`src/design/rau_pkg.sv`:
```
// ----------------------------------------------------------------------------
// Rotary angle unit counter package
// Constants, arithmetic unit codes and the command/status types shared by
// the core and its serial multiply/divide unit.
// ----------------------------------------------------------------------------
package rau_pkg;

   localparam int ANGLE_W      = 13;
   localparam int UNITS_W      = 13;
   localparam int MASK_W       = 2;
   localparam int COUNT_W      = 32;
   localparam int UNIT_OUT_W   = 16;
   localparam int CSR_IDX_W    = 1;
   localparam int CSR_DATA_W   = 13;

   localparam int TURN_SPAN     = 360 * 16;
   localparam int HALF_SCALE    = TURN_SPAN / 2;
   localparam int DEFAULT_UNITS = 80;

   // Product of a counter magnitude and the units per turn.
   localparam int PROD_W    = COUNT_W + UNITS_W;
   // Dividend padded to an even width for two quotient bits per cycle.
   localparam int DIV_W     = PROD_W + (PROD_W % 2);
   localparam int MUL_STEPS = UNITS_W;
   localparam int DIV_STEPS = DIV_W / 2;
   localparam int STEP_CNT_W = $clog2(DIV_STEPS + 1);

   localparam logic [CSR_IDX_W-1:0] CSR_UNITS_PER_TURN = 1'b0;
   localparam logic [CSR_IDX_W-1:0] CSR_REVERSE_MASK   = 1'b1;

   localparam logic ARITH_OP_MUL = 1'b0;
   localparam logic ARITH_OP_DIV = 1'b1;

   typedef struct packed {
      logic                  start;
      logic                  op;
      logic [COUNT_W-1:0]    mcand;
      logic [UNITS_W-1:0]    mplier;
      logic [PROD_W-1:0]     dividend;
   } arith_cmd_type;

   typedef struct packed {
      logic                  done;
      logic [PROD_W-1:0]     product;
      logic [UNIT_OUT_W-1:0] quotient;
   } arith_status_type;

endpackage

```
`src/design/rau_serial_arith.sv`:
```
// ----------------------------------------------------------------------------
// Serial multiply / divide unit
// Shift-add multiplier taking one multiplier bit per cycle, and a restoring
// divider by the full-turn constant retiring two quotient bits per cycle.
// ----------------------------------------------------------------------------
module rau_serial_arith (
   input  logic                      clock,
   input  logic                      reset,
   input  rau_pkg::arith_cmd_type    cmd,
   output rau_pkg::arith_status_type status
);
   import rau_pkg::*;

   logic                    busy_ff, busy_in;
   logic                    done_ff, done_in;
   logic                    op_ff, op_in;
   logic [STEP_CNT_W-1:0]   cnt_ff, cnt_in;
   logic [COUNT_W-1:0]      mcand_ff, mcand_in;
   logic [UNITS_W-1:0]      mplier_ff, mplier_in;
   logic [PROD_W-1:0]       acc_ff, acc_in;
   logic [DIV_W-1:0]        div_ff, div_in;
   logic [ANGLE_W-1:0]      rem_ff, rem_in;
   logic [UNIT_OUT_W-1:0]   quo_ff, quo_in;

   logic [ANGLE_W:0]        t0, t1;
   logic                    ge0, ge1;
   logic [ANGLE_W-1:0]      r0, r1;

   // Two restoring steps; the remainder always stays below the divisor.
   always_comb begin
      t0  = {rem_ff, div_ff[DIV_W-1]};
      ge0 = t0 >= (ANGLE_W+1)'(TURN_SPAN);
      r0  = ge0 ? ANGLE_W'(t0 - (ANGLE_W+1)'(TURN_SPAN)) : t0[ANGLE_W-1:0];
      t1  = {r0, div_ff[DIV_W-2]};
      ge1 = t1 >= (ANGLE_W+1)'(TURN_SPAN);
      r1  = ge1 ? ANGLE_W'(t1 - (ANGLE_W+1)'(TURN_SPAN)) : t1[ANGLE_W-1:0];
   end

   always_comb begin
      busy_in   = busy_ff;
      done_in   = 1'b0;
      op_in     = op_ff;
      cnt_in    = cnt_ff;
      mcand_in  = mcand_ff;
      mplier_in = mplier_ff;
      acc_in    = acc_ff;
      div_in    = div_ff;
      rem_in    = rem_ff;
      quo_in    = quo_ff;
      if (busy_ff) begin
         if (op_ff == ARITH_OP_MUL) begin
            acc_in    = {acc_ff[PROD_W-2:0], 1'b0}
                        + (mplier_ff[UNITS_W-1] ? PROD_W'(mcand_ff) : '0);
            mplier_in = {mplier_ff[UNITS_W-2:0], 1'b0};
         end else begin
            rem_in = r1;
            quo_in = {quo_ff[UNIT_OUT_W-3:0], ge0, ge1};
            div_in = {div_ff[DIV_W-3:0], 2'b00};
         end
         cnt_in = cnt_ff - 1'b1;
         if (cnt_ff == STEP_CNT_W'(1)) begin
            busy_in = 1'b0;
            done_in = 1'b1;
         end
      end else if (cmd.start) begin
         busy_in = 1'b1;
         op_in   = cmd.op;
         if (cmd.op == ARITH_OP_MUL) begin
            cnt_in    = STEP_CNT_W'(MUL_STEPS);
            mcand_in  = cmd.mcand;
            mplier_in = cmd.mplier;
            acc_in    = '0;
         end else begin
            cnt_in = STEP_CNT_W'(DIV_STEPS);
            div_in = DIV_W'(cmd.dividend);
            rem_in = '0;
            quo_in = '0;
         end
      end
   end

   always_ff @(posedge clock) begin
      if (reset) begin
         busy_ff <= 1'b0;
         done_ff <= 1'b0;
      end else begin
         busy_ff <= busy_in;
         done_ff <= done_in;
      end
   end

   always_ff @(posedge clock) begin
      op_ff     <= op_in;
      cnt_ff    <= cnt_in;
      mcand_ff  <= mcand_in;
      mplier_ff <= mplier_in;
      acc_ff    <= acc_in;
      div_ff    <= div_in;
      rem_ff    <= rem_in;
      quo_ff    <= quo_in;
   end

   assign status.done     = done_ff;
   assign status.product  = acc_ff;
   assign status.quotient = quo_ff;

endmodule

```
`src/design/rotary_angle_unit_counter_core.sv`:
```
// An accepted request steps through S_DELTA, S_THR, S_MUL and S_DIV to S_OUT;
// a knob index outside the knob count goes straight to S_OUT.
// A request is taken only in S_IDLE, after the last response is registered;
// two shift-add multiplies and a radix-4 divide by 5760 share the serial unit.
// Reset (synchronous): knob angles and counters cleared, units per turn 80,
// reverse mask 0, no response pending.
// ----------------------------------------------------------------------------
// Rotary angle unit counter core
// Mirrors, unwraps and thresholds absolute knob angles, keeps a saturating
// per-knob angle counter and scales it to output units per turn.
// ----------------------------------------------------------------------------
module rotary_angle_unit_counter_core #(
   parameter int NUM_KNOBS = 2
) (
   input  logic                                clock,
   input  logic                                reset,
   input  logic                                req_valid,
   output logic                                req_ready,
   input  logic                                req_knob_index,
   input  logic [rau_pkg::ANGLE_W-1:0]         req_raw_angle,
   output logic                                rsp_valid,
   input  logic                                rsp_ready,
   output logic [rau_pkg::ANGLE_W-1:0]         rsp_corrected_angle,
   output logic [rau_pkg::UNIT_OUT_W-1:0]      rsp_unit_count,
   input  logic                                csr_wr_en,
   input  logic [rau_pkg::CSR_IDX_W-1:0]       csr_index,
   input  logic [rau_pkg::CSR_DATA_W-1:0]      csr_wdata
);
   import rau_pkg::*;

   localparam int KIDX_W = (NUM_KNOBS > 1) ? $clog2(NUM_KNOBS) : 1;

   localparam logic [2:0] S_IDLE  = 3'd0;
   localparam logic [2:0] S_DELTA = 3'd1;
   localparam logic [2:0] S_THR   = 3'd2;
   localparam logic [2:0] S_MUL   = 3'd3;
   localparam logic [2:0] S_DIV   = 3'd4;
   localparam logic [2:0] S_OUT   = 3'd5;

   logic [2:0]              state_ff, state_in;
   logic [UNITS_W-1:0]      units_ff;
   logic [MASK_W-1:0]       mask_ff;
   logic [ANGLE_W-1:0]      last_angle_ff [NUM_KNOBS];
   logic [COUNT_W-1:0]      turn_counter_ff [NUM_KNOBS];
   logic                    knob_wr;
   logic [COUNT_W-1:0]      turn_counter_in;

   logic [KIDX_W-1:0]       knob_ff, knob_in;
   logic                    ok_ff, ok_in;
   logic [ANGLE_W-1:0]      angle_ff, angle_in;
   logic [ANGLE_W-1:0]      delta_ff, delta_in;
   logic                    sign_ff, sign_in;
   logic [UNIT_OUT_W-1:0]   result_ff, result_in;
   logic                    rsp_valid_ff, rsp_valid_in;
   logic [ANGLE_W-1:0]      rsp_angle_ff, rsp_angle_in;
   logic [UNIT_OUT_W-1:0]   rsp_count_ff, rsp_count_in;

   logic [ANGLE_W-1:0]      folded, mirrored;
   logic [UNITS_W-1:0]      units_eff;
   logic [ANGLE_W:0]        diff, wrapped;
   logic [ANGLE_W-1:0]      dmag;
   logic [COUNT_W:0]        sum;
   logic [COUNT_W-1:0]      old_count, sat_count, new_count, count_mag;
   logic                    move;

   arith_cmd_type           cmd;
   arith_status_type        st;

   rau_serial_arith u_arith (
      .clock  (clock),
      .reset  (reset),
      .cmd    (cmd),
      .status (st)
   );

   assign units_eff = (units_ff == '0) ? UNITS_W'(DEFAULT_UNITS) : units_ff;

   // Input angle: fold the out-of-range codes, then mirror if requested.
   always_comb begin
      folded   = (req_raw_angle >= ANGLE_W'(TURN_SPAN))
                 ? req_raw_angle - ANGLE_W'(TURN_SPAN) : req_raw_angle;
      mirrored = mask_ff[req_knob_index] ? ANGLE_W'(TURN_SPAN) - folded : folded;
   end

   // Difference to the last accepted angle, unwrapped into half a turn.
   always_comb begin
      diff = {1'b0, angle_ff} - {1'b0, last_angle_ff[knob_ff]};
      if ($signed(diff) > $signed((ANGLE_W+1)'(HALF_SCALE))) begin
         wrapped = diff - (ANGLE_W+1)'(TURN_SPAN);
      end else if ($signed(diff) < -$signed((ANGLE_W+1)'(HALF_SCALE))) begin
         wrapped = diff + (ANGLE_W+1)'(TURN_SPAN);
      end else begin
         wrapped = diff;
      end
      dmag = wrapped[ANGLE_W] ? ANGLE_W'(-wrapped) : wrapped[ANGLE_W-1:0];
   end

   // The step is 5760 / units; |delta| reaches it exactly when
   // (|delta| + 1) * units exceeds a full turn.
   always_comb begin
      old_count = turn_counter_ff[knob_ff];
      sum       = {old_count[COUNT_W-1], old_count}
                  + {{(COUNT_W+1-ANGLE_W){delta_ff[ANGLE_W-1]}}, delta_ff};
      case (sum[COUNT_W:COUNT_W-1])
         2'b01:   sat_count = {1'b0, {(COUNT_W-1){1'b1}}};
         2'b10:   sat_count = {1'b1, {(COUNT_W-1){1'b0}}};
         default: sat_count = sum[COUNT_W-1:0];
      endcase
      move      = st.product > PROD_W'(TURN_SPAN);
      new_count = move ? sat_count : old_count;
      count_mag = new_count[COUNT_W-1] ? -new_count : new_count;
   end

   always_comb begin
      state_in        = state_ff;
      knob_in         = knob_ff;
      ok_in           = ok_ff;
      angle_in        = angle_ff;
      delta_in        = delta_ff;
      sign_in         = sign_ff;
      result_in       = result_ff;
      rsp_valid_in    = rsp_valid_ff & ~rsp_ready;
      rsp_angle_in    = rsp_angle_ff;
      rsp_count_in    = rsp_count_ff;
      knob_wr         = 1'b0;
      turn_counter_in = new_count;
      cmd             = '0;
      cmd.mplier      = units_eff;
      unique case (state_ff)
         S_IDLE: begin
            if (req_valid) begin
               knob_in  = KIDX_W'(req_knob_index);
               ok_in    = 32'(req_knob_index) < 32'(NUM_KNOBS);
               angle_in = mirrored;
               state_in = (32'(req_knob_index) < 32'(NUM_KNOBS)) ? S_DELTA : S_OUT;
            end
         end
         S_DELTA: begin
            delta_in  = wrapped[ANGLE_W-1:0];
            cmd.start = 1'b1;
            cmd.op    = ARITH_OP_MUL;
            cmd.mcand = COUNT_W'(dmag) + COUNT_W'(1);
            state_in  = S_THR;
         end
         S_THR: begin
            if (st.done) begin
               knob_wr   = move;
               sign_in   = new_count[COUNT_W-1];
               cmd.start = 1'b1;
               cmd.op    = ARITH_OP_MUL;
               cmd.mcand = count_mag;
               state_in  = S_MUL;
            end
         end
         S_MUL: begin
            if (st.done) begin
               cmd.start    = 1'b1;
               cmd.op       = ARITH_OP_DIV;
               cmd.dividend = st.product;
               state_in     = S_DIV;
            end
         end
         S_DIV: begin
            if (st.done) begin
               result_in = sign_ff ? -st.quotient : st.quotient;
               state_in  = S_OUT;
            end
         end
         S_OUT: begin
            if (!rsp_valid_ff || rsp_ready) begin
               rsp_valid_in = 1'b1;
               rsp_angle_in = ok_ff ? angle_ff : '0;
               rsp_count_in = ok_ff ? result_ff : '0;
               state_in     = S_IDLE;
            end
         end
         default: state_in = S_IDLE;
      endcase
   end

   always_ff @(posedge clock) begin
      if (reset) begin
         state_ff     <= S_IDLE;
         rsp_valid_ff <= 1'b0;
         units_ff     <= UNITS_W'(DEFAULT_UNITS);
         mask_ff      <= '0;
         for (int k = 0; k < NUM_KNOBS; k++) begin
            last_angle_ff[k]   <= '0;
            turn_counter_ff[k] <= '0;
         end
      end else begin
         state_ff     <= state_in;
         rsp_valid_ff <= rsp_valid_in;
         if (csr_wr_en) begin
            unique case (csr_index)
               CSR_UNITS_PER_TURN: units_ff <= csr_wdata[UNITS_W-1:0];
               CSR_REVERSE_MASK:   mask_ff  <= csr_wdata[MASK_W-1:0];
               default:            ;
            endcase
         end
         if (knob_wr) begin
            last_angle_ff[knob_ff]   <= angle_ff;
            turn_counter_ff[knob_ff] <= turn_counter_in;
         end
      end
   end

   always_ff @(posedge clock) begin
      knob_ff      <= knob_in;
      ok_ff        <= ok_in;
      angle_ff     <= angle_in;
      delta_ff     <= delta_in;
      sign_ff      <= sign_in;
      result_ff    <= result_in;
      rsp_angle_ff <= rsp_angle_in;
      rsp_count_ff <= rsp_count_in;
   end

   assign req_ready           = (state_ff == S_IDLE);
   assign rsp_valid           = rsp_valid_ff;
   assign rsp_corrected_angle = rsp_angle_ff;
   assign rsp_unit_count      = rsp_count_ff;

endmodule

```
`config.mk`:
```
export PLATFORM = sky130hd
export DESIGN_NAME = rotary_angle_unit_counter_core
export DESIGN_NICKNAME = d
export VERILOG_FILES = /design/src/design/rau_pkg.sv /design/src/design/rau_serial_arith.sv /design/src/design/rotary_angle_unit_counter_core.sv
export SDC_FILE = /design/constraint.sdc
export NUM_CORES = 1
export LEC_CHECK = 0
export BUFFER_PORTS_ARGS = -buffer_cell sky130_fd_sc_hd__buf_2
export CELL_PAD_IN_SITES_DETAIL_PLACEMENT = 1
export CELL_PAD_IN_SITES_GLOBAL_PLACEMENT = 1
export CORE_AREA = 2 2 224 226
export CTS_BUF_LIST = sky130_fd_sc_hd__clkbuf_4 sky130_fd_sc_hd__clkbuf_8 sky130_fd_sc_hd__clkbuf_16
export CTS_CLUSTER_SIZE = 12
export DETAILED_ROUTE_END_ITERATION = 8
export DIE_AREA = 0 0 226 228
export PLACE_DENSITY_LB_ADDON = 0.1
export SLEW_MARGIN = 20
export SYNTH_ARGS = -nofsm -noshare
export SYNTH_HDL_FRONTEND = slang
export SYNTH_SLANG_ARGS = --single-unit
```
`constraint.sdc`:
```
create_clock -name clock -period 10.1 [get_ports clock]
set_input_delay 1.01 -clock clock [delete_from_list [all_inputs] [get_ports clock]]
set_output_delay 1.01 -clock clock [all_outputs]
set_load 0.03 [all_outputs]
```
==> qor_table.md <==
| Result | This run | Unit |
| --- | --- | --- |
| Status | finished, final reports clean | - |
| Power density over cell area | 221 | nW/um2 |
| Number of instances in the placed design | 2753 | - |
| Detailed-router iteration count before antenna repair | 5 | - |
| Hold Buf Count CTS | 0 | - |
| Most used standard cells in the synthesized netlist | edfxtp_1 (334), nand2_1 (240), nor2_1 (192) | - |
| Overall fraction of global-route tracks in use | 21.4 | % |
| Synthesized area divided by synthesized cell count | 10.3 | um2 |
| Post-synthesis compound-gate area fraction | 15.0 | % |
| Finished Core Util | 48.0 | % |
| Cell accounting for the most synthesized area | edfxtp_1 | - |
| Startpoint kind of the worst setup timing path | flop | - |
| TritonCTS clock tree | built | - |
| Global-route wire length before repair | 88100 | um |
| Unique cell type count in the Yosys netlist | 100 | - |
| Die Width | 226 | um |
| Post-DP HPWL | 39000 | um |
| XOR/XNOR Fraction of Synth Area | 5.28 | % |
| Required time at the worst-slack endpoint | 10.41 | ns |
| Unrepaired setup endpoints after global routing | no | - |
| Placer congestion estimate | 0.864 | - |
| Cell area reported after detailed placement | 22400 | um2 |
| # rows | 82 | - |
| Final instance count without filler cells | 2830 | - |
| Number of max-capacitance violations reported | 0 | - |
| Final Max Slew Viols | 0 | - |
| Overflow left after global routing | 0 | - |
| Register bit count reported by yosys | 356 | - |
| Share of synthesized registers carrying an async set or reset | 0 | % |
| Post-synth EDFFs | 334 | - |
| Highest attainable clock frequency | 0.120 | GHz |
| Routed via count divided by cell count | 5.59 | - |
| Max Root-Sink Buffers | 3 | - |
| CTS Root Cell | clkbuf_16 | - |
| Synth warn | 0 | - |
| Total power of the final layout | 5.23 | mW |
| Post-Synthesis Net Count | 2202 | - |
| Worst Setup End Kind | flop | - |
| Final-layout setup total negative slack | 0 | ns |
| Post-Synth Simple-Gate Area | 18.4 | % |
| Average detailed-routed wire length per instance | 19.4 | um |
| Net count reported at finish | 2252 | - |
| Vias after detailed routing | 15818 | - |
| Antenna violations before repair | 0 | - |
| Actual transition at the worst max-transition pin | 1.03 | ns |
| Total Die Area | 51500 | um2 |
| H-tree lvl count | 2 | - |
| Antenna cell count | 0 | - |
| Leakage component of the power | 8.89 | nW |
| Fraction of the cycle the final worst path needs | 82.4 | % |
| Cell at the slowest stage of the critical path | dfxtp_2 | - |
| CTS clk-pin slew, worst paths | 0.06 | ns |
| Cells after synthesis | 2075 | - |
| DRT antenna net count | 0 | - |
| Port buffer count | 63 | - |
| Starting Density | 43.2 | % |
| Dominant cells by area after synthesis | edfxtp_1 (47%), ha_1 (5.3%), nand2_1 (4.2%), nor2_1 (3.4%), and2_1 (3.1%) | - |
| Met2 usage | 35.5 | % |
| Die extent in y | 228 | um |
| CORE AREA | 49300 | um2 |
| Final-report hold violation count | 0 | - |
| Setup slack at placement | 1.88 | ns |
| Fin Clk Skew | 0.0227 | ns |
| Worst path max stage delay | 0.62 | ns |
| DR DRC count | 0 | - |
| Largest family of logic cells by synthesized area | simple AND/OR/NAND/NOR gates | - |
| Fraction of final layout cells with drive strength greater than 1 | 12.2 | % |
| DRT iter0 DRCs | 843 | - |
| Worst hold slack across all endpoints | 0.417 | ns |
| Number of sinks handled by clock tree synthesis | 356 | - |
| Primary FF master, synth | edfxtp_1 | - |
| Synth Area in Adders | 5.62 | % |
| IO Pins | 64 | - |
| Final setup slack of the worst path | 1.78 | ns |
| Final critical path time including I/O delays and setup | 8.32 | ns |
| Total setup violations reported at the end of the flow | 0 | - |
| Number of filler cells placed in the layout | 5394 | - |
| Hold Path Class | flop to flop | - |
| Arrival time reported for the critical path endpoint | 8.63 | ns |
| GR Layer Usage met1 | 29.0 | % |
| Post-CTS sizing | 0 | - |
| CP Max Fanout | 30 | - |
| Clock buffers created by TritonCTS | 42 | - |
| Crit Path Category | flop to flop | - |
| Cell area after synthesis | 21300 | um2 |
| Global-route layer with the greatest usage | met2 | - |
| Mux contribution to synthesized area | 3.97 | % |
| Vias in the first global route | 16565 | - |
| Met3 track demand over resource | 3.21 | % |
| Number of post-CTS setup repair buffers | 0 | - |
| Post-route standard cell area excluding fillers | 23700 | um2 |
| Most frequent cell after synthesis | edfxtp_1 | - |
| Largest net degree at the start of global routing | 99 | - |
| Max-slew headroom | 30.5 | % |
| Clock insertion delay at the later pin of the skew report | 0.58 | ns |
| Total wire length | 54800 | um |
| Share of the synthesized area in the top cell type | 47.1 | % |
| Maximum vdd drop | 167 | uV |
| Area Overhead vs Synth | 11.1 | % |
| Part of the Yosys area used for sequential elements | 49.1 | % |
## placed cells by master (no fill, tap or decap), types with 13 or more instances in the layout
cell type and instances:
o21a_1 18, a21o_1 47, o211ai_1 15, inv_1 58, o21ai_0 125, and3_1 18
xnor2_1 71, mux2_2 44, nor3_1 35, xor2_1 52, a21oi_1 118, o31ai_1 13
nor2_1 189, nand4_1 16, nor4_1 22, buf_4 22, dfxtp_1 20, or3_1 20
ha_1 91, clkbuf_16 42, or2_2 14, nor2b_1 15, edfxtp_1 334, nand3_1 54
buf_2 63, a31oi_1 19, a211oi_1 21, nand2b_1 21, nand2_1 238, mux2i_1 35
and2_1 106
## report_power, final
group | internal, mW | switching, mW | total (mW)
combinational | 0.712 | 1.30 | 2.01
sequential | 1.71 | 0.0569 | 1.77
clock | 0.830 | 0.617 | 1.45
## sequential cells by signal, indices dropped and copies added (netlist names), 16 cells and up, named ones only
name / cells
u_arith.div_ff: 46
u_arith.quo_ff: 16
result_ff: 16
rsp_unit_count: 16
turn_counter_ff: 64
u_arith.acc_ff: 45
last_angle_ff: 26
u_arith.mcand_ff: 32
## path summary, 6_finish.rpt
check                                              from                              to  slack [ns]  cells after the start
worst max register to register                     flop  u_arith.mcand_ff[28]$_DFFE_PP_        1.78                     29
worst min-delay path            result_ff[11]$_DFFE_PP_    rsp_unit_count[11]$_DFFE_PP_        0.42                      0
worst min register to register  result_ff[11]$_DFFE_PP_    rsp_unit_count[11]$_DFFE_PP_        0.42                      0
worst max-delay path                               flop  u_arith.mcand_ff[28]$_DFFE_PP_        1.78                     29
## final cells by class
class                      instances  area [um2]  area share [%]
multi-input combinational       1579       10300            43.6
inverter                          61         229           0.967
clock inverter                    25         189           0.798
tap                              672         841            3.55
timing repair buffer              85         480            2.03
clock buffer                      52        1130            4.78
sequential                       356       10500            44.2
## metal layers
layer	share of wire, %	up-vias
met2	47	212
li1	-	7712
met3	3.4	70
met1	47	7824
met4	2.3	0
met5	0	-
## cells by family (layout without fill, tap and decap cells)
logic type      after synthesis  count (layout)
simple gates                798             798
fa+ha+maj                    94              94
buf+inv                     140             223
mux                          79              79
compound gates              482             482
xor+xnor                    126             126
flops                       356             356
## critical path: cells and delay by family (launching register included)
kind / cells / cell delay [ns]
compound gates: 10 / 2.68
simple gates: 8 / 1.87
buf+inv: 5 / 1.23
fa+ha+maj: 3 / 0.84
flops: 1 / 0.62
mux: 2 / 0.62
xor+xnor: 1 / 0.18
Note: power is estimated with default switching activity, not from simulation.
